[config.mk]
export PLATFORM = sky130hd
export DESIGN_NAME = worker_pool_dispatcher
export DESIGN_NICKNAME = d
export VERILOG_FILES = /design/src/hw/rtl/wpd_pkg.sv /design/src/hw/rtl/worker_pool_dispatcher.sv /design/src/hw/rtl/wpd_ctrl.sv /design/src/hw/rtl/wpd_datapath.sv
export SDC_FILE = /design/constraint.sdc
export NUM_CORES = 1
export LEC_CHECK = 0
export BUFFER_PORTS_ARGS = -buffer_cell sky130_fd_sc_hd__buf_2
export CORE_MARGIN = 5
export CORE_UTILIZATION = 55
export DETAILED_ROUTE_END_ITERATION = 7
export PLACE_DENSITY_LB_ADDON = 0.05
export SLEW_MARGIN = 10
export SYNTH_ARGS = -nofsm -noshare
export SYNTH_HDL_FRONTEND = slang
export SYNTH_SLANG_ARGS = --single-unit
[constraint.sdc]
create_clock -name i_clk -period 7.7 [get_ports i_clk]
set_clock_uncertainty 0.2 [all_clocks]
set_input_delay 0.385 -clock i_clk [delete_from_list [all_inputs] [get_ports i_clk]]
set_output_delay 0.385 -clock i_clk [all_outputs]
set_load 0.005 [all_outputs]
[src/hw/rtl/wpd_pkg.sv]
// Shared types and constants of the worker pool dispatcher.
package wpd_pkg;

    localparam int DEF_SLOT_COUNT        = 8;
    localparam int DEF_QUEUE_LENGTH_BITS = 16;

    localparam logic [3:0]  RST_MIN_WORKERS = 4'd1;
    localparam logic [3:0]  RST_MAX_WORKERS = 4'd8;
    localparam logic [14:0] RST_PEND_LIMIT  = 15'd1;
    localparam logic [31:0] RST_IDLE_TMO    = 32'd1000;
    localparam logic [31:0] RST_CHK_PERIOD  = 32'd100;

    typedef enum logic [2:0] {
        ACT_START_POOL = 3'd0,
        ACT_ASSIGN     = 3'd1,
        ACT_REQ_START  = 3'd2,
        ACT_REQ_DONE   = 3'd3,
        ACT_TICK       = 3'd4,
        ACT_LOST       = 3'd5,
        ACT_QREPORT    = 3'd6,
        ACT_NONE       = 3'd7
    } t_action;

    typedef enum logic [2:0] {
        REG_MIN_WORKERS = 3'd0,
        REG_MAX_WORKERS = 3'd1,
        REG_PEND_LIMIT  = 3'd2,
        REG_IDLE_TMO    = 3'd3,
        REG_CHK_PERIOD  = 3'd4
    } t_reg_idx;

    typedef struct packed {
        t_action     action;
        logic [3:0]  slot;
        logic [15:0] queue_length;
    } t_in_word;

    typedef struct packed {
        logic               chosen_valid;
        logic [2:0]         chosen_slot;
        logic               spawned;
        logic               terminated;
        logic [2:0]         changed_slot;
        logic [7:0]         deployed_mask;
        logic [7:0]         busy_mask;
        logic signed [15:0] pend_count;
        logic [3:0]         worker_count;
    } t_out_word;

    typedef struct packed {
        logic [3:0]  min_wkr;
        logic [3:0]  max_wkr;
        logic [14:0] pend_limit;
        logic [31:0] idle_tmo;
        logic [31:0] chk_period;
    } t_cfg;

    typedef enum logic [3:0] {
        OP_NONE,
        OP_SINGLE,
        OP_START,
        OP_RR,
        OP_SPAWN,
        OP_LOAD,
        OP_TICK_INC,
        OP_TICK_CHK,
        OP_TICK_SCAN
    } t_dp_op;

    typedef enum logic [2:0] {
        IDX_HOLD,
        IDX_ZERO,
        IDX_RR,
        IDX_TOP,
        IDX_INC,
        IDX_DEC
    } t_idx_op;

    typedef struct packed {
        logic    load;
        t_dp_op  op;
        t_idx_op idx_op;
        logic    emit;
    } t_dp_cmd;

    typedef struct packed {
        logic step_last;
        logic start_go;
        logic slot_free;
        logic slot_empty;
        logic under_max;
        logic check_due;
        logic scale_ok;
        logic timed_out;
        logic out_free;
    } t_dp_stat;

endpackage

[src/hw/rtl/worker_pool_dispatcher.sv]
// Top level: worker pool dispatcher with register port.
// Request, report and lost actions work in a single step; start pool, assign and
// tick (on a due check) scan the slot tables one slot per cycle.
// One word in flight; the next is taken the cycle after its result registers.
// Reset (synchronous, active low) clears all slots and counters, loads defaults.
module worker_pool_dispatcher #(
    parameter int SLOT_COUNT        = wpd_pkg::DEF_SLOT_COUNT,
    parameter int QUEUE_LENGTH_BITS = wpd_pkg::DEF_QUEUE_LENGTH_BITS
) (
    input  logic               i_clk,
    input  logic               i_rst_n,
    input  logic               i_in_valid,
    output logic               o_in_stall,
    input  wpd_pkg::t_in_word  i_in_word,
    output logic               o_out_valid,
    input  logic               i_out_stall,
    output wpd_pkg::t_out_word o_out_word,
    input  logic               psel,
    input  logic               penable,
    input  logic               pwrite,
    input  logic [4:0]         paddr,
    input  logic [31:0]        pwdata,
    output logic [31:0]        prdata,
    output logic               pready
);
    import wpd_pkg::*;

    t_cfg     r_cfg;
    t_dp_cmd  cmd;
    t_dp_stat stat;
    t_reg_idx reg_sel;
    logic     cfg_wr;

    assign pready  = 1'b1;
    assign cfg_wr  = psel && penable && pwrite;
    assign reg_sel = t_reg_idx'(paddr[4:2]);

    always_ff @(posedge i_clk) begin
        if (!i_rst_n) begin
            r_cfg.min_wkr    <= RST_MIN_WORKERS;
            r_cfg.max_wkr    <= RST_MAX_WORKERS;
            r_cfg.pend_limit <= RST_PEND_LIMIT;
            r_cfg.idle_tmo   <= RST_IDLE_TMO;
            r_cfg.chk_period <= RST_CHK_PERIOD;
        end else if (cfg_wr) begin
            case (reg_sel)
                REG_MIN_WORKERS: r_cfg.min_wkr    <= pwdata[3:0];
                REG_MAX_WORKERS: r_cfg.max_wkr    <= pwdata[3:0];
                REG_PEND_LIMIT:  r_cfg.pend_limit <= pwdata[14:0];
                REG_IDLE_TMO:    r_cfg.idle_tmo   <= pwdata;
                REG_CHK_PERIOD:  r_cfg.chk_period <= pwdata;
                default: ;
            endcase
        end
    end

    always_comb begin
        unique case (reg_sel)
            REG_MIN_WORKERS: prdata = {28'd0, r_cfg.min_wkr};
            REG_MAX_WORKERS: prdata = {28'd0, r_cfg.max_wkr};
            REG_PEND_LIMIT:  prdata = {17'd0, r_cfg.pend_limit};
            REG_IDLE_TMO:    prdata = r_cfg.idle_tmo;
            REG_CHK_PERIOD:  prdata = r_cfg.chk_period;
            default:         prdata = '0;
        endcase
    end

    wpd_ctrl u_ctrl (
        .i_clk      (i_clk),
        .i_rst_n    (i_rst_n),
        .i_in_valid (i_in_valid),
        .i_action   (i_in_word.action),
        .i_stat     (stat),
        .o_cmd      (cmd),
        .o_in_stall (o_in_stall)
    );

    wpd_datapath #(
        .SLOT_COUNT        (SLOT_COUNT),
        .QUEUE_LENGTH_BITS (QUEUE_LENGTH_BITS)
    ) u_dp (
        .i_clk       (i_clk),
        .i_rst_n     (i_rst_n),
        .i_in_word   (i_in_word),
        .i_cfg       (r_cfg),
        .i_cmd       (cmd),
        .i_out_stall (i_out_stall),
        .o_stat      (stat),
        .o_out_valid (o_out_valid),
        .o_out_word  (o_out_word)
    );

endmodule

[src/hw/rtl/wpd_ctrl.sv]
// Sequencer of the worker pool dispatcher: one action at a time, slot scans.
module wpd_ctrl (
    input  logic              i_clk,
    input  logic              i_rst_n,
    input  logic              i_in_valid,
    input  wpd_pkg::t_action  i_action,
    input  wpd_pkg::t_dp_stat i_stat,
    output wpd_pkg::t_dp_cmd  o_cmd,
    output logic              o_in_stall
);
    import wpd_pkg::*;

    typedef enum logic [3:0] {
        S_IDLE,
        S_SINGLE,
        S_START,
        S_RR,
        S_SPAWN,
        S_LOAD,
        S_TICK,
        S_TICK_CHK,
        S_SCAN,
        S_FINISH
    } t_state;

    t_state r_state, n_state;

    always_comb begin
        n_state      = r_state;
        o_cmd.load   = 1'b0;
        o_cmd.op     = OP_NONE;
        o_cmd.idx_op = IDX_HOLD;
        o_cmd.emit   = 1'b0;
        unique case (r_state)
            S_IDLE: begin
                if (i_in_valid) begin
                    o_cmd.load = 1'b1;
                    case (i_action)
                        ACT_START_POOL: begin
                            o_cmd.idx_op = IDX_ZERO;
                            n_state      = S_START;
                        end
                        ACT_ASSIGN: begin
                            o_cmd.idx_op = IDX_RR;
                            n_state      = S_RR;
                        end
                        ACT_TICK: n_state = S_TICK;
                        ACT_NONE: n_state = S_FINISH;
                        default:  n_state = S_SINGLE;
                    endcase
                end
            end
            S_SINGLE: begin
                o_cmd.op = OP_SINGLE;
                n_state  = S_FINISH;
            end
            S_START: begin
                o_cmd.op = OP_START;
                if (!i_stat.start_go || i_stat.step_last) begin
                    n_state = S_FINISH;
                end else begin
                    o_cmd.idx_op = IDX_INC;
                end
            end
            S_RR: begin
                o_cmd.op = OP_RR;
                if (i_stat.slot_free) begin
                    n_state = S_FINISH;
                end else if (i_stat.step_last) begin
                    o_cmd.idx_op = IDX_ZERO;
                    n_state      = i_stat.under_max ? S_SPAWN : S_LOAD;
                end else begin
                    o_cmd.idx_op = IDX_INC;
                end
            end
            S_SPAWN: begin
                o_cmd.op = OP_SPAWN;
                if (i_stat.slot_empty) begin
                    n_state = S_FINISH;
                end else if (i_stat.step_last) begin
                    o_cmd.idx_op = IDX_ZERO;
                    n_state      = S_LOAD;
                end else begin
                    o_cmd.idx_op = IDX_INC;
                end
            end
            S_LOAD: begin
                o_cmd.op = OP_LOAD;
                if (i_stat.step_last) begin
                    n_state = S_FINISH;
                end else begin
                    o_cmd.idx_op = IDX_INC;
                end
            end
            S_TICK: begin
                o_cmd.op = OP_TICK_INC;
                n_state  = S_TICK_CHK;
            end
            S_TICK_CHK: begin
                o_cmd.op = OP_TICK_CHK;
                if (i_stat.check_due && i_stat.scale_ok) begin
                    o_cmd.idx_op = IDX_TOP;
                    n_state      = S_SCAN;
                end else begin
                    n_state = S_FINISH;
                end
            end
            S_SCAN: begin
                o_cmd.op = OP_TICK_SCAN;
                if (i_stat.timed_out || i_stat.step_last) begin
                    n_state = S_FINISH;
                end else begin
                    o_cmd.idx_op = IDX_DEC;
                end
            end
            S_FINISH: begin
                if (i_stat.out_free) begin
                    o_cmd.emit = 1'b1;
                    n_state    = S_IDLE;
                end
            end
            default: n_state = S_IDLE;
        endcase
    end

    always_ff @(posedge i_clk) begin
        if (!i_rst_n) begin
            r_state <= S_IDLE;
        end else begin
            r_state <= n_state;
        end
    end

    assign o_in_stall = (r_state != S_IDLE);

endmodule

[src/hw/rtl/wpd_datapath.sv]
// Slot state, counters and result word of the worker pool dispatcher.
module wpd_datapath #(
    parameter int SLOT_COUNT        = wpd_pkg::DEF_SLOT_COUNT,
    parameter int QUEUE_LENGTH_BITS = wpd_pkg::DEF_QUEUE_LENGTH_BITS
) (
    input  logic               i_clk,
    input  logic               i_rst_n,
    input  wpd_pkg::t_in_word  i_in_word,
    input  wpd_pkg::t_cfg      i_cfg,
    input  wpd_pkg::t_dp_cmd   i_cmd,
    input  logic               i_out_stall,
    output wpd_pkg::t_dp_stat  o_stat,
    output logic               o_out_valid,
    output wpd_pkg::t_out_word o_out_word
);
    import wpd_pkg::*;

    localparam int IDX_W = (SLOT_COUNT > 1) ? $clog2(SLOT_COUNT) : 1;
    localparam int CNT_W = $clog2(SLOT_COUNT + 1);
    localparam int CMP_W = (CNT_W > 4) ? CNT_W : 4;
    localparam int SW    = (IDX_W > 4) ? IDX_W : 4;
    localparam int QW    = (QUEUE_LENGTH_BITS > 16) ? QUEUE_LENGTH_BITS : 16;
    localparam int MW    = (SLOT_COUNT > 8) ? SLOT_COUNT : 8;
    localparam int CW    = (IDX_W > 3) ? IDX_W : 3;
    localparam logic [IDX_W-1:0] IDX_TOP_V = IDX_W'(SLOT_COUNT - 1);

    t_in_word                     r_item;
    logic [SLOT_COUNT-1:0]        r_dep, n_dep;
    logic [SLOT_COUNT-1:0]        r_busy, n_busy;
    logic [QUEUE_LENGTH_BITS-1:0] r_q [SLOT_COUNT];
    logic [31:0]                  r_last [SLOT_COUNT];
    logic [IDX_W-1:0]             r_rr, n_rr;
    logic signed [15:0]           r_pend, n_pend;
    logic [CNT_W-1:0]             r_total, n_total;
    logic [31:0]                  r_time, n_time;
    logic [31:0]                  r_check, n_check;
    logic [IDX_W-1:0]             r_idx, n_idx;
    logic [IDX_W-1:0]             r_step, n_step;
    logic                         r_found, n_found;
    logic [IDX_W-1:0]             r_chosen, n_chosen;
    logic [QUEUE_LENGTH_BITS-1:0] r_best, n_best;
    logic                         r_spawned, n_spawned;
    logic                         r_term, n_term;
    logic [IDX_W-1:0]             r_changed, n_changed;
    logic                         r_out_valid;
    t_out_word                    r_out_word;

    logic                         la_we;
    logic [IDX_W-1:0]             la_addr;
    logic                         q_we;
    logic [SW:0]                  slot_w;
    logic [IDX_W-1:0]             slot_idx;
    logic                         slot_ok;
    logic                         dep_s;
    logic [SLOT_COUNT-1:0]        free_v;
    logic [IDX_W-1:0]             idx_next;
    logic [31:0]                  diff_i;
    logic [QW-1:0]                q_in_w;
    logic [MW-1:0]                dep_w, busy_w;
    logic [CW-1:0]                chosen_w, changed_w;
    logic [CMP_W-1:0]             total_w;
    t_out_word                    ow;

    assign slot_w   = (SW + 1)'(r_item.slot);
    assign slot_idx = slot_w[IDX_W-1:0];
    assign slot_ok  = slot_w < (SW + 1)'(SLOT_COUNT);
    assign dep_s    = r_dep[slot_idx];
    assign free_v   = r_dep & ~r_busy;
    assign idx_next = (r_idx == IDX_TOP_V) ? '0 : r_idx + 1'b1;
    assign diff_i   = r_time - r_last[r_idx];
    assign q_in_w   = QW'(r_item.queue_length);
    assign total_w  = CMP_W'(r_total);

    always_comb begin
        o_stat.step_last  = (r_step == IDX_TOP_V);
        o_stat.start_go   = CMP_W'(r_idx) < CMP_W'(i_cfg.min_wkr);
        o_stat.slot_free  = free_v[r_idx];
        o_stat.slot_empty = !r_dep[r_idx];
        o_stat.under_max  = total_w < CMP_W'(i_cfg.max_wkr);
        o_stat.check_due  = (r_time - r_check) >= i_cfg.chk_period;
        o_stat.scale_ok   = ($signed({r_pend[15], r_pend}) < $signed({2'b00, i_cfg.pend_limit}))
                            && ((free_v & (free_v - SLOT_COUNT'(1))) != '0);
        o_stat.timed_out  = free_v[r_idx] && (diff_i > i_cfg.idle_tmo);
        o_stat.out_free   = !r_out_valid || !i_out_stall;
    end

    always_comb begin
        n_dep     = r_dep;
        n_busy    = r_busy;
        n_rr      = r_rr;
        n_pend    = r_pend;
        n_total   = r_total;
        n_time    = r_time;
        n_check   = r_check;
        n_found   = r_found;
        n_chosen  = r_chosen;
        n_best    = r_best;
        n_spawned = r_spawned;
        n_term    = r_term;
        n_changed = r_changed;
        la_we     = 1'b0;
        la_addr   = r_idx;
        q_we      = 1'b0;
        case (i_cmd.op)
            OP_SINGLE: begin
                case (r_item.action)
                    ACT_REQ_START: begin
                        if (r_pend != 16'sh7fff) n_pend = r_pend + 16'sd1;
                        if (slot_ok && dep_s) begin
                            n_busy[slot_idx] = 1'b1;
                            la_we            = 1'b1;
                            la_addr          = slot_idx;
                        end
                    end
                    ACT_REQ_DONE: begin
                        if (r_pend != -16'sh8000) n_pend = r_pend - 16'sd1;
                        if (slot_ok && dep_s) begin
                            n_busy[slot_idx] = 1'b0;
                            la_we            = 1'b1;
                            la_addr          = slot_idx;
                        end
                    end
                    ACT_LOST: begin
                        if (slot_ok && dep_s) begin
                            n_term           = 1'b1;
                            n_changed        = slot_idx;
                            n_busy[slot_idx] = 1'b0;
                            if (total_w - CMP_W'(1) < CMP_W'(i_cfg.min_wkr)) begin
                                n_spawned = 1'b1;
                                la_we     = 1'b1;
                                la_addr   = slot_idx;
                            end else begin
                                n_dep[slot_idx] = 1'b0;
                                n_total         = r_total - 1'b1;
                            end
                        end
                    end
                    ACT_QREPORT: q_we = slot_ok;
                    default: ;
                endcase
            end
            OP_START, OP_SPAWN: begin
                if (!r_dep[r_idx] && (i_cmd.op == OP_SPAWN || o_stat.start_go)) begin
                    n_dep[r_idx]  = 1'b1;
                    n_busy[r_idx] = 1'b0;
                    la_we         = 1'b1;
                    n_total       = r_total + 1'b1;
                    n_spawned     = 1'b1;
                    n_changed     = r_idx;
                    if (i_cmd.op == OP_SPAWN) begin
                        n_found  = 1'b1;
                        n_chosen = r_idx;
                    end
                end
            end
            OP_RR: begin
                n_rr = idx_next;
                if (free_v[r_idx]) begin
                    n_found  = 1'b1;
                    n_chosen = r_idx;
                end
            end
            OP_LOAD: begin
                if (r_dep[r_idx] && (!r_found || r_q[r_idx] < r_best)) begin
                    n_found  = 1'b1;
                    n_chosen = r_idx;
                    n_best   = r_q[r_idx];
                end
            end
            OP_TICK_INC: n_time = r_time + 32'd1;
            OP_TICK_CHK: begin
                if (o_stat.check_due) n_check = r_time;
            end
            OP_TICK_SCAN: begin
                if (o_stat.timed_out) begin
                    n_dep[r_idx]  = 1'b0;
                    n_busy[r_idx] = 1'b0;
                    n_total       = r_total - 1'b1;
                    n_term        = 1'b1;
                    n_changed     = r_idx;
                end
            end
            default: ;
        endcase
        if (i_cmd.load) begin
            n_found   = 1'b0;
            n_chosen  = '0;
            n_spawned = 1'b0;
            n_term    = 1'b0;
            n_changed = '0;
        end
    end

    always_comb begin
        n_idx  = r_idx;
        n_step = r_step;
        case (i_cmd.idx_op)
            IDX_ZERO: begin n_idx = '0;        n_step = '0; end
            IDX_RR:   begin n_idx = r_rr;      n_step = '0; end
            IDX_TOP:  begin n_idx = IDX_TOP_V; n_step = '0; end
            IDX_INC:  begin n_idx = idx_next;  n_step = r_step + 1'b1; end
            IDX_DEC:  begin n_idx = r_idx - 1'b1; n_step = r_step + 1'b1; end
            default: ;
        endcase
    end

    assign dep_w     = MW'(r_dep);
    assign busy_w    = MW'(r_busy);
    assign chosen_w  = CW'(r_chosen);
    assign changed_w = CW'(r_changed);

    always_comb begin
        ow.chosen_valid  = r_found;
        ow.chosen_slot   = chosen_w[2:0];
        ow.spawned       = r_spawned;
        ow.terminated    = r_term;
        ow.changed_slot  = changed_w[2:0];
        ow.deployed_mask = dep_w[7:0];
        ow.busy_mask     = busy_w[7:0];
        ow.pend_count    = r_pend;
        ow.worker_count  = total_w[3:0];
    end

    always_ff @(posedge i_clk) begin
        if (!i_rst_n) begin
            for (int i = 0; i < SLOT_COUNT; i++) begin
                r_last[i] <= '0;
                r_q[i]    <= '0;
            end
        end else begin
            if (la_we) r_last[la_addr] <= r_time;
            if (q_we)  r_q[slot_idx]   <= q_in_w[QUEUE_LENGTH_BITS-1:0];
        end
    end

    always_ff @(posedge i_clk) begin
        if (!i_rst_n) begin
            r_dep       <= '0;
            r_busy      <= '0;
            r_rr        <= '0;
            r_pend      <= '0;
            r_total     <= '0;
            r_time      <= '0;
            r_check     <= '0;
            r_idx       <= '0;
            r_step      <= '0;
            r_found     <= 1'b0;
            r_chosen    <= '0;
            r_spawned   <= 1'b0;
            r_term      <= 1'b0;
            r_changed   <= '0;
            r_out_valid <= 1'b0;
        end else begin
            r_dep     <= n_dep;
            r_busy    <= n_busy;
            r_rr      <= n_rr;
            r_pend    <= n_pend;
            r_total   <= n_total;
            r_time    <= n_time;
            r_check   <= n_check;
            r_idx     <= n_idx;
            r_step    <= n_step;
            r_found   <= n_found;
            r_chosen  <= n_chosen;
            r_spawned <= n_spawned;
            r_term    <= n_term;
            r_changed <= n_changed;
            if (i_cmd.emit) begin
                r_out_valid <= 1'b1;
            end else if (!i_out_stall) begin
                r_out_valid <= 1'b0;
            end
        end
    end

    always_ff @(posedge i_clk) begin
        r_best <= n_best;
        if (i_cmd.load) r_item     <= i_in_word;
        if (i_cmd.emit) r_out_word <= ow;
    end

    assign o_out_valid = r_out_valid;
    assign o_out_word  = r_out_word;

endmodule

* Word level (Yosys, flattened, before mapping) *
Memories as Yosys holds them, arrays and structs flattened. A register that Yosys moved wholly into a read port is not among the register bits.
Cells that the tools add are included.

storage, ports and cells
  register bits = 294
  bits in writable memories = 384
  input bits = 67
  logic and storage cells = 304
  memories = 2

operators by class
  add/sub/neg operators = 11
  order comparisons = 12
  equal/unequal tests = 59
  muxes and demuxes = 119
  bitwise logic cells = 12
  reductions and logical operators = 55

memory list
  name         depth  bits a word  rd ports  clocked after Yosys merged registers in  write ports  line                text
  u_dp.r_last  8      32           1         1                                        8            wpd_datapath.sv:31  logic [31:0] r_last [SLOT_COUNT];
  u_dp.r_q     8      16           1         1                                        8            wpd_datapath.sv:30  logic [QUEUE_LENGTH_BITS-1:0] r_q [SLOT_COUNT];

operator list
  operator               count
  $pmux 32 s5            1
  $mux 3                 26
  $mux 8                 9
  $sub 32x32->32         2
  $mux 4                 14
  $and 8x8->8            6
  $mux 16                3
  $pmux 8 s3             2
  $pmux 4 s10            1
  $mux 1                 39
  $add 32x1->32 const B  1
  $eq 4x3->1 const B     8
  $ge 32x32->1           1
  $gt 32x32->1           1
  $lt 16x16->1           2
  $mux 32                1
  $ne 16x16->1 const B   2
  $pmux 16 s2            1
  $pmux 4 s8             1
  $reduce_or 32->1       1
  $eq 3x3->1 const B     9
  $ne 2x1->1 const B     12
  $not 8->8              3
  $pmux 3 s7             1
  52 further kinds       121

* Logic depth before layout (Yosys ltp) *
Gate-level depths: netlist of run 1.

  depth after elaboration = 13
  gate-level depth with buffers = 28

* By module *
From an unflattened synthesis of run 1, not the netlist that was laid out.

unflattened totals
  cell total of the unflattened synthesis = 3244
  area total of the unflattened synthesis = 36704.0 µm²

modules (own cells, without submodules)
  module                  times used  cells each  area an instance (µm²)  sequential area each (µm²)
  wpd_datapath            1           2745        32202.1                 16495.8
  worker_pool_dispatcher  1           420         3918.8                  1741.7
  wpd_ctrl                1           79          583.1                   80.1

* Worst setup path before layout of run 1 *
No wires, ideal clock.

  path kind = register to register
  start point = reg (tool-made name)
  end point = reg (tool-made name)
  setup time = 116 ps
  arrival = 6666 ps
  data required time = 7384 ps
  slack = 718 ps
  cell stages (with the launch flop) = 27
  clock period less this slack = 6982 ps
  path through = dfxtp_1 clkbuf_1 clkbuf_1 buf_1 mux4_2 mux2i_1 ha_1 a2111o_1 a311o_1 o211ai_2 nand2_2 o21a_1 a41o_1 a211o_1 nand4_1 o311ai_2 ha_1 nand4_1 or2_1 nor4_2 o21ai_1 a2111oi_2 nor3_1 nor2_4 buf_6 a21oi_1 a41o_1

==> out/qor.yml, run 1 <==
clock_tree:
  clkSinkCount: 681
  cts_tree: "yes"
  clkTransAtPathRegs_ps: 60
  clock-root-buffer: "clkbuf_16"
  worstSkewPairLatency_ps: 630
  h-tree-depth: 3
  numCtsBuffers: 73
  max-clock-path-buffers: 3
  cts_resized: 0
synthesis:
  synth_top_area_share_pct: 38.98
  synth_compound_gate_area_share_pct: 9.887
  synth_warnings: 0
  synth-seq-cells: 681
  ys_types: 106
  netlist_area_um2: 36060
  synth_fp_nets: 3524
  syn_inst: 3268
  synth_xor_area_share_pct: 2.478
  synth_top_flop_cell: "edfxtp_1"
  synthSimpleGateAreaFrac_pct: 16.87
  seq_area_frac_synth_pct: 50.80
  synth-edff-count: 468
  yosys.area.top_type: "edfxtp_1"
  synth_top_family_by_area: "simple AND/OR/NAND/NOR gates"
  synthAdderAreaFrac_pct: 6.621
  netlist_top_cells_area: "edfxtp_1, dfxtp_1, ha_1"
  synthArstFlopShare_pct: 0
  syn_area_per_cell_um2: 11.03
  synthMuxAreaShare_pct: 9.380
layout:
  area_growth_pct: 12.25
  drive_above_1_share_pct: 14.03
  design_area_um2: 40470
  utilization_pct: 62.56
  mostFrequentLayoutCells: "edfxtp_1, nand2_1, and3_1"
  final_nets: 3666
  final_common_cell: "edfxtp_1"
  fillers: 5296
sta:
  rsz0062_at_grt: "false"
  setup_viol: 0
  final_max_slew_viol_count: 0
  timing.setup.tns_ps: 0
  max_slew_margin_pct: 9.656
  tightest_slew_ps: 1347
  max_freq_mhz: 142.7
  fin_crit_sh_pct: 90.99
  setup_slack_ps: 693.6
  hold_violations: 0
  worst_hold_slack_ps: 96.90
  post-route-min-period_ps: 7006
drt:
  vias_per_cell: 6.042
  route.vias.total: 26148
  dr.pass1.iters: 6
  wirelength_um: 102300
  first_iter_violations: 2186
  drc: 0
  wl_per_cell_um: 23.64
  drtAntennaViolNets: 0
global_routing:
  grt_pass1_vias: 25615
  overflow: 0
  grt_usage_pct: 28.12
  antenna_found_initial: 2
  grt_pass1_wl_um: 153800
  grt_max_degree: 96
critical_path:
  crit_path_cell_trace: "buf_12 -> mux4_2 -> mux2i_1 -> ha_1 -> a21o_1 -> a21oi_1 -> nor2b_1 -> or4_1 -> a31oi_1 -> o21ai_1 -> a31oi_1 -> mux2i_1 -> nor4b_1 -> ha_1 -> nand4_1 -> or2_1 -> a211oi_1 -> nor4_2 -> nand2_1 -> o41ai_2 -> nor3b_1 -> nor4b_4 -> a221o_1"
  reg2regPathDepth: 23
  cp.required_ps: 7990
  path_buf_inv: 1
  worst-path-stages: 23
  crit_fanout: 23
  critPathSlowestCell: "dfxtp_4"
  crit_type: "reg2reg"
  cp-end-kind: "flip-flop"
  ff2ff_setup_slack_ps: 690
  cpLargestDelayFamily: "simple AND/OR/NAND/NOR gates"
  start_kind: "flip-flop"
  cpPeakStageDelay_ps: 650
  cp.arrival_ps: 7300
job:
  maxCapViolCount: 0
place:
  portBuffers: 143
  placed_cell_area_um2: 37630
  gp_congestion: 0.9046
  post-place-ws_ps: 709.0
  place_hpwl_um: 67330
floorplan:
  io_pins: 147
  die_y_um: 266.0
  coreArea_um2: 64700
  initial_core_util_pct: 55.73
  dieArea_um2: 70780
  placementRows: 93
  die_x_um: 266.0
power_and_ir_drop:
  vdd_ir_drop_max_mv: 0.1646
  power_density_nw_per_um2: 261.7
  leakage_nw: 16.07
min_path:
  min_from: "i_rst_n"
  hp-class: "in2reg"
status:
  status: "finished clean"
stage by stage:
step,std cells,total power [mW]
final,4328,10.59
after global placement,4134,7.151
after floorplan,3268,6.417
after CTS,4325,10.65
after global routing,4327,11.07
after detailed placement,4134,7.219
metal layers:
metal	wire (µm)	part of all wire [%]	up-vias	GRT usage [%]
met4	3852	3.8	0	9.809
li1	-	-	12181	-
met3	6316	6.2	188	4.276
met1	42940	42	12907	37.66
met2	49200	48	872	47.18
met5	0	0	-	0
flip-flops by register name (all words and copies together) (netlist names), 4 cells and up, named ones only:
signal,cells
u_dp.r_time,32
u_dp.r_pend,16
r_cfg,87
u_dp.r_item,7
u_dp.r_check,32
u_ctrl.r_state,4
u_dp.r_total,4
u_dp.q_in_w,16
u_dp.o_out_word,45
u_dp.r_last,256
u_dp.dep_w,8
u_dp.r_q,128
u_dp.r_best,16
how the worst min path moves through the flow:
stage               slack [ps]  depth (start not counted)             endpoint
floorplan                  210                          0  u_dp.o_out_word[41]
global placement           220                          0  u_dp.o_out_word[41]
detailed placement         230                          0  u_dp.o_out_word[43]
CTS                         60                          3        u_dp.dep_w[7]
global route                80                          3        u_dp.dep_w[7]
finish                     100                          3        u_dp.dep_w[5]
cells by family after synthesis:
group / count (synthesis)
muxes: 214
adders and majority gates: 189
AOI/OAI and AO/OA: 556
buffers and inverters: 358
other: 1
and+or+nand+nor: 1167
xor gates and xnor gates: 102
DFF: 681
power by group:
group	leakage (nW)	total, mW	switching (mW)	internal [mW]
clock network	1.12	3.41	1.48	1.93
logic	8.47	2.83	1.68	1.15
registers	6.47	4.35	0.225	4.12
timing repair:
item | 4_1_cts | 5_1_grt
hold buffers | 56 | 0
endpoints found under the hold margin | 111 | 0
buffers inserted | 0 | 0
final cells by class:
cell class	count	area, µm²	area share [%]
repair buffers	266	1804	4.458
multi-input cells	2229	16380	40.48
well taps	855	1070	2.643
flip-flops and latches	681	18330	45.28
clock inverters	36	321.6	0.7945
diodes	3	7.507	0.01855
clock buffers	99	1956	4.832
inverters	159	601.8	1.487
tightest hold or removal path, delay by kind of cell:
kind / cells / cell delay (ps)
compound gates: 2 / 210
buf+inv: 1 / 270
synthesized netlist by cell type, drive strengths merged, types with 31 or more instances:
| library cell | number |
|---|---|
| nor2b | 31 |
| xnor2 | 62 |
| nor3 | 38 |
| clkbuf | 163 |
| mux4 | 97 |
| nand2b | 34 |
| nand2 | 306 |
| and3 | 216 |
| ha | 186 |
| nor2 | 198 |
| and2 | 208 |
| o21ai | 111 |
| nand3 | 52 |
| dfxtp | 213 |
| a21o | 36 |
| mux2i | 96 |
| edfxtp | 468 |
| inv | 158 |
| xor2 | 40 |
| buf | 36 |
| a21oi | 210 |
Note: power is estimated with default switching activity, not from simulation.
==> run 2, diff against run 1 <==
--- a/config.mk
+++ b/config.mk
@@ -10,6 +10,7 @@
 export CORE_UTILIZATION = 55
 export DETAILED_ROUTE_END_ITERATION = 7
 export PLACE_DENSITY_LB_ADDON = 0.05
+export RECOVER_POWER = 25
 export SLEW_MARGIN = 10
 export SYNTH_ARGS = -nofsm -noshare
 export SYNTH_HDL_FRONTEND = slang
==> out/qor.yml, run 2 (synthesis gave the netlist of run 1 again) <==
critical_path:
  regToRegEndpoint: "u_dp.chosen_w[0]"
  start_kind: "flip-flop"
  crit_type: "reg2reg"
  cp.required_ps: 7990  # about the same
  reg2regPathDepth: 13  # -43%
  ff2ff_setup_slack_ps: 690  # about the same
  crit_fanout: 32  # +39%
  cp.arrival_ps: 7300  # about the same
  cp-end-kind: "flip-flop"
clock_tree:
  clkSinkCount: 681  # unchanged
  cts_tree: "yes"
  max-clock-path-buffers: 3  # unchanged
  cts_resized: 0  # unchanged
  clkTransAtPathRegs_ps: 60  # about the same
  h-tree-depth: 3  # unchanged
  numCtsBuffers: 73  # unchanged
  worstSkewPairLatency_ps: 620  # about the same
  clock-root-buffer: "clkbuf_16"
layout:
  area_growth_pct: 12.06
  design_area_um2: 40410  # -0.16%
  largest_reg_flops: 256  # unchanged
  final_common_cell: "edfxtp_1"
  drive_above_1_share_pct: 12.39  # -1.6 points
  instances_no_fill: 4328  # unchanged
  mostFrequentLayoutCells: "edfxtp_1, nand2_1, and3_1"
  largest_register: "u_dp.r_last"
  final_nets: 3666  # unchanged
  utilization_pct: 62.45  # -0.10 points
  top_regs: "u_dp.r_last: 256 flops, u_dp.r_q: 128 flops, r_cfg: 87 flops"
sta:
  max_slew_margin_pct: -163.1  # -170 points
  hold_violations: 0  # unchanged
  max_freq_mhz: 142.7  # about the same
  tightest_slew_ps: 3947  # +2600 ps
  timing.setup.tns_ps: 0  # unchanged
  setup_slack_ps: 692.4  # -1.286 ps
  setup_viol: 0  # unchanged
  final_max_slew_viol_count: 201  # +201
  post-route-min-period_ps: 7008  # +1.286 ps
  fin_crit_sh_pct: 91.01  # about the same
  rsz0062_at_grt: "false"
power_and_ir_drop:
  vdd_ir_drop_max_mv: 0.1642  # -0.25%
  leakage_nw: 15.95  # -0.75%
  power_density_nw_per_um2: 261.8  # about the same
status:
  status: "complete, but fails checks"
  violations: "capacitance limit, slew limit"
drt:
  vias_per_cell: 6.082  # +0.67%
  wl_per_cell_um: 23.62  # about the same
  wirelength_um: 102200  # about the same
  drc: 0  # unchanged
  dr.pass1.iters: 8  # +2
  first_iter_violations: 2099  # -4.0%
  drtAntennaViolNets: 0  # unchanged
  route.vias.total: 26324  # +0.67%
global_routing:
  grt_usage_pct: 28.12  # unchanged
  grt_pass1_vias: 25615  # unchanged
  grt_pass1_wl_um: 153800  # unchanged
  grt_max_degree: 96  # unchanged
  antenna_found_initial: 2  # unchanged
  overflow: 0  # unchanged
floorplan:
  placementRows: 93  # unchanged
  coreArea_um2: 64700  # unchanged
  die_x_um: 266.0  # unchanged
  dieArea_um2: 70780  # unchanged
  die_y_um: 266.0  # unchanged
  initial_core_util_pct: 55.73  # unchanged
  io_pins: 147  # unchanged
min_path:
  hp-class: "in2reg"
  hold_depth: 3  # unchanged
  min_from: "paddr[4]"
  hold_path_end: "r_cfg[82]"
place:
  portBuffers: 143  # unchanged
  place_hpwl_um: 67330  # unchanged
  gp_congestion: 0.9046  # unchanged
  place_inst: 4134  # unchanged
  placed_cell_area_um2: 37630  # unchanged
  post-place-ws_ps: 709.0  # unchanged
job:
  maxCapViolCount: 4  # +4
-- run 2: cell count changes in the layout (fill, tap and decap cells not counted) --
cell,previous run,this run
buf_2,143,107
nor2_2,1,0
mux2_1,0,14
clkbuf_1,24,65
and2_0,2,5
nor2_1,194,195
and4bb_2,1,0
and2_1,206,203
buf_4,65,60
and4bb_1,0,1
mux2_2,21,7
-- run 2: area by class of cell --
class / count / area (µm²)
repair buffers: 266 / 1740
clock buffers: 99 / 1956
well taps: 855 / 1070
multi-input cells: 2229 / 16380
diodes: 3 / 7.507
clock inverters: 36 / 321.6
flip-flops and latches: 681 / 18330
fillers: 5313 / 24290
inverters: 159 / 601.8
-- run 2: worst max-delay path by stage --
| stage | slack [ps] | depth (start not counted) | to | startpoint |
|---|---|---|---|---|
| global placement | 780 | 23 | flip-flop | flip-flop |
| global route | 110 | 13 | u_dp.chosen_w[0] | flip-flop |
| floorplan | 720 | 26 | flip-flop | flip-flop |
| CTS | 680 | 23 | flip-flop | flip-flop |
| detailed placement | 710 | 23 | flip-flop | flip-flop |
| finish | 690 | 13 | u_dp.chosen_w[0] | flip-flop |
-- run 2: metal layers --
| layer | vias up | part of all wire, % | GRT usage (%) |
|---|---|---|---|
| met5 | - | 0 | 0 |
| met4 | 0 | 3.8 | 9.809 |
| met3 | 198 | 6.4 | 4.276 |
| met2 | 945 | 48 | 47.18 |
| met1 | 13007 | 42 | 37.66 |
| li1 | 12174 | - | - |
-- run 2: repair_timing --
| item | 4_1_cts | 5_1_grt |
|---|---|---|
| hold endpoints to repair | 111 | 0 |
| buffers inserted | 0 | 0 |
| hold buffers | 56 | 0 |
-- run 2: critical path: stages, from the launching register on --
cell      delay [ps]
dfxtp_4          650
clkbuf_1        2110
mux4_2           710
mux2_1           340
ha_1             320
a21o_1           160
a21o_1           170
a21o_1           180
a21o_1           170
a211oi_1         400
o2111a_1         820
o32a_2           340
mux2i_1          200
nor2_1            60
-- run 2: metrics by stage --
stage                     hold slack [ps]  total power [mW]
after CTS                           56.68             10.65
after global placement              223.8             7.151
after floorplan                     207.6             6.417
final                               143.0             10.58
after global routing                170.4             11.06
after detailed placement            233.3             7.219
-- run 2: power by group --
group,leakage (nW),internal (mW),total (mW),switching (mW)
registers,6.47,4.13,4.35,0.224
clock network,1.12,1.93,3.41,1.48
logic,8.35,1.14,2.82,1.68
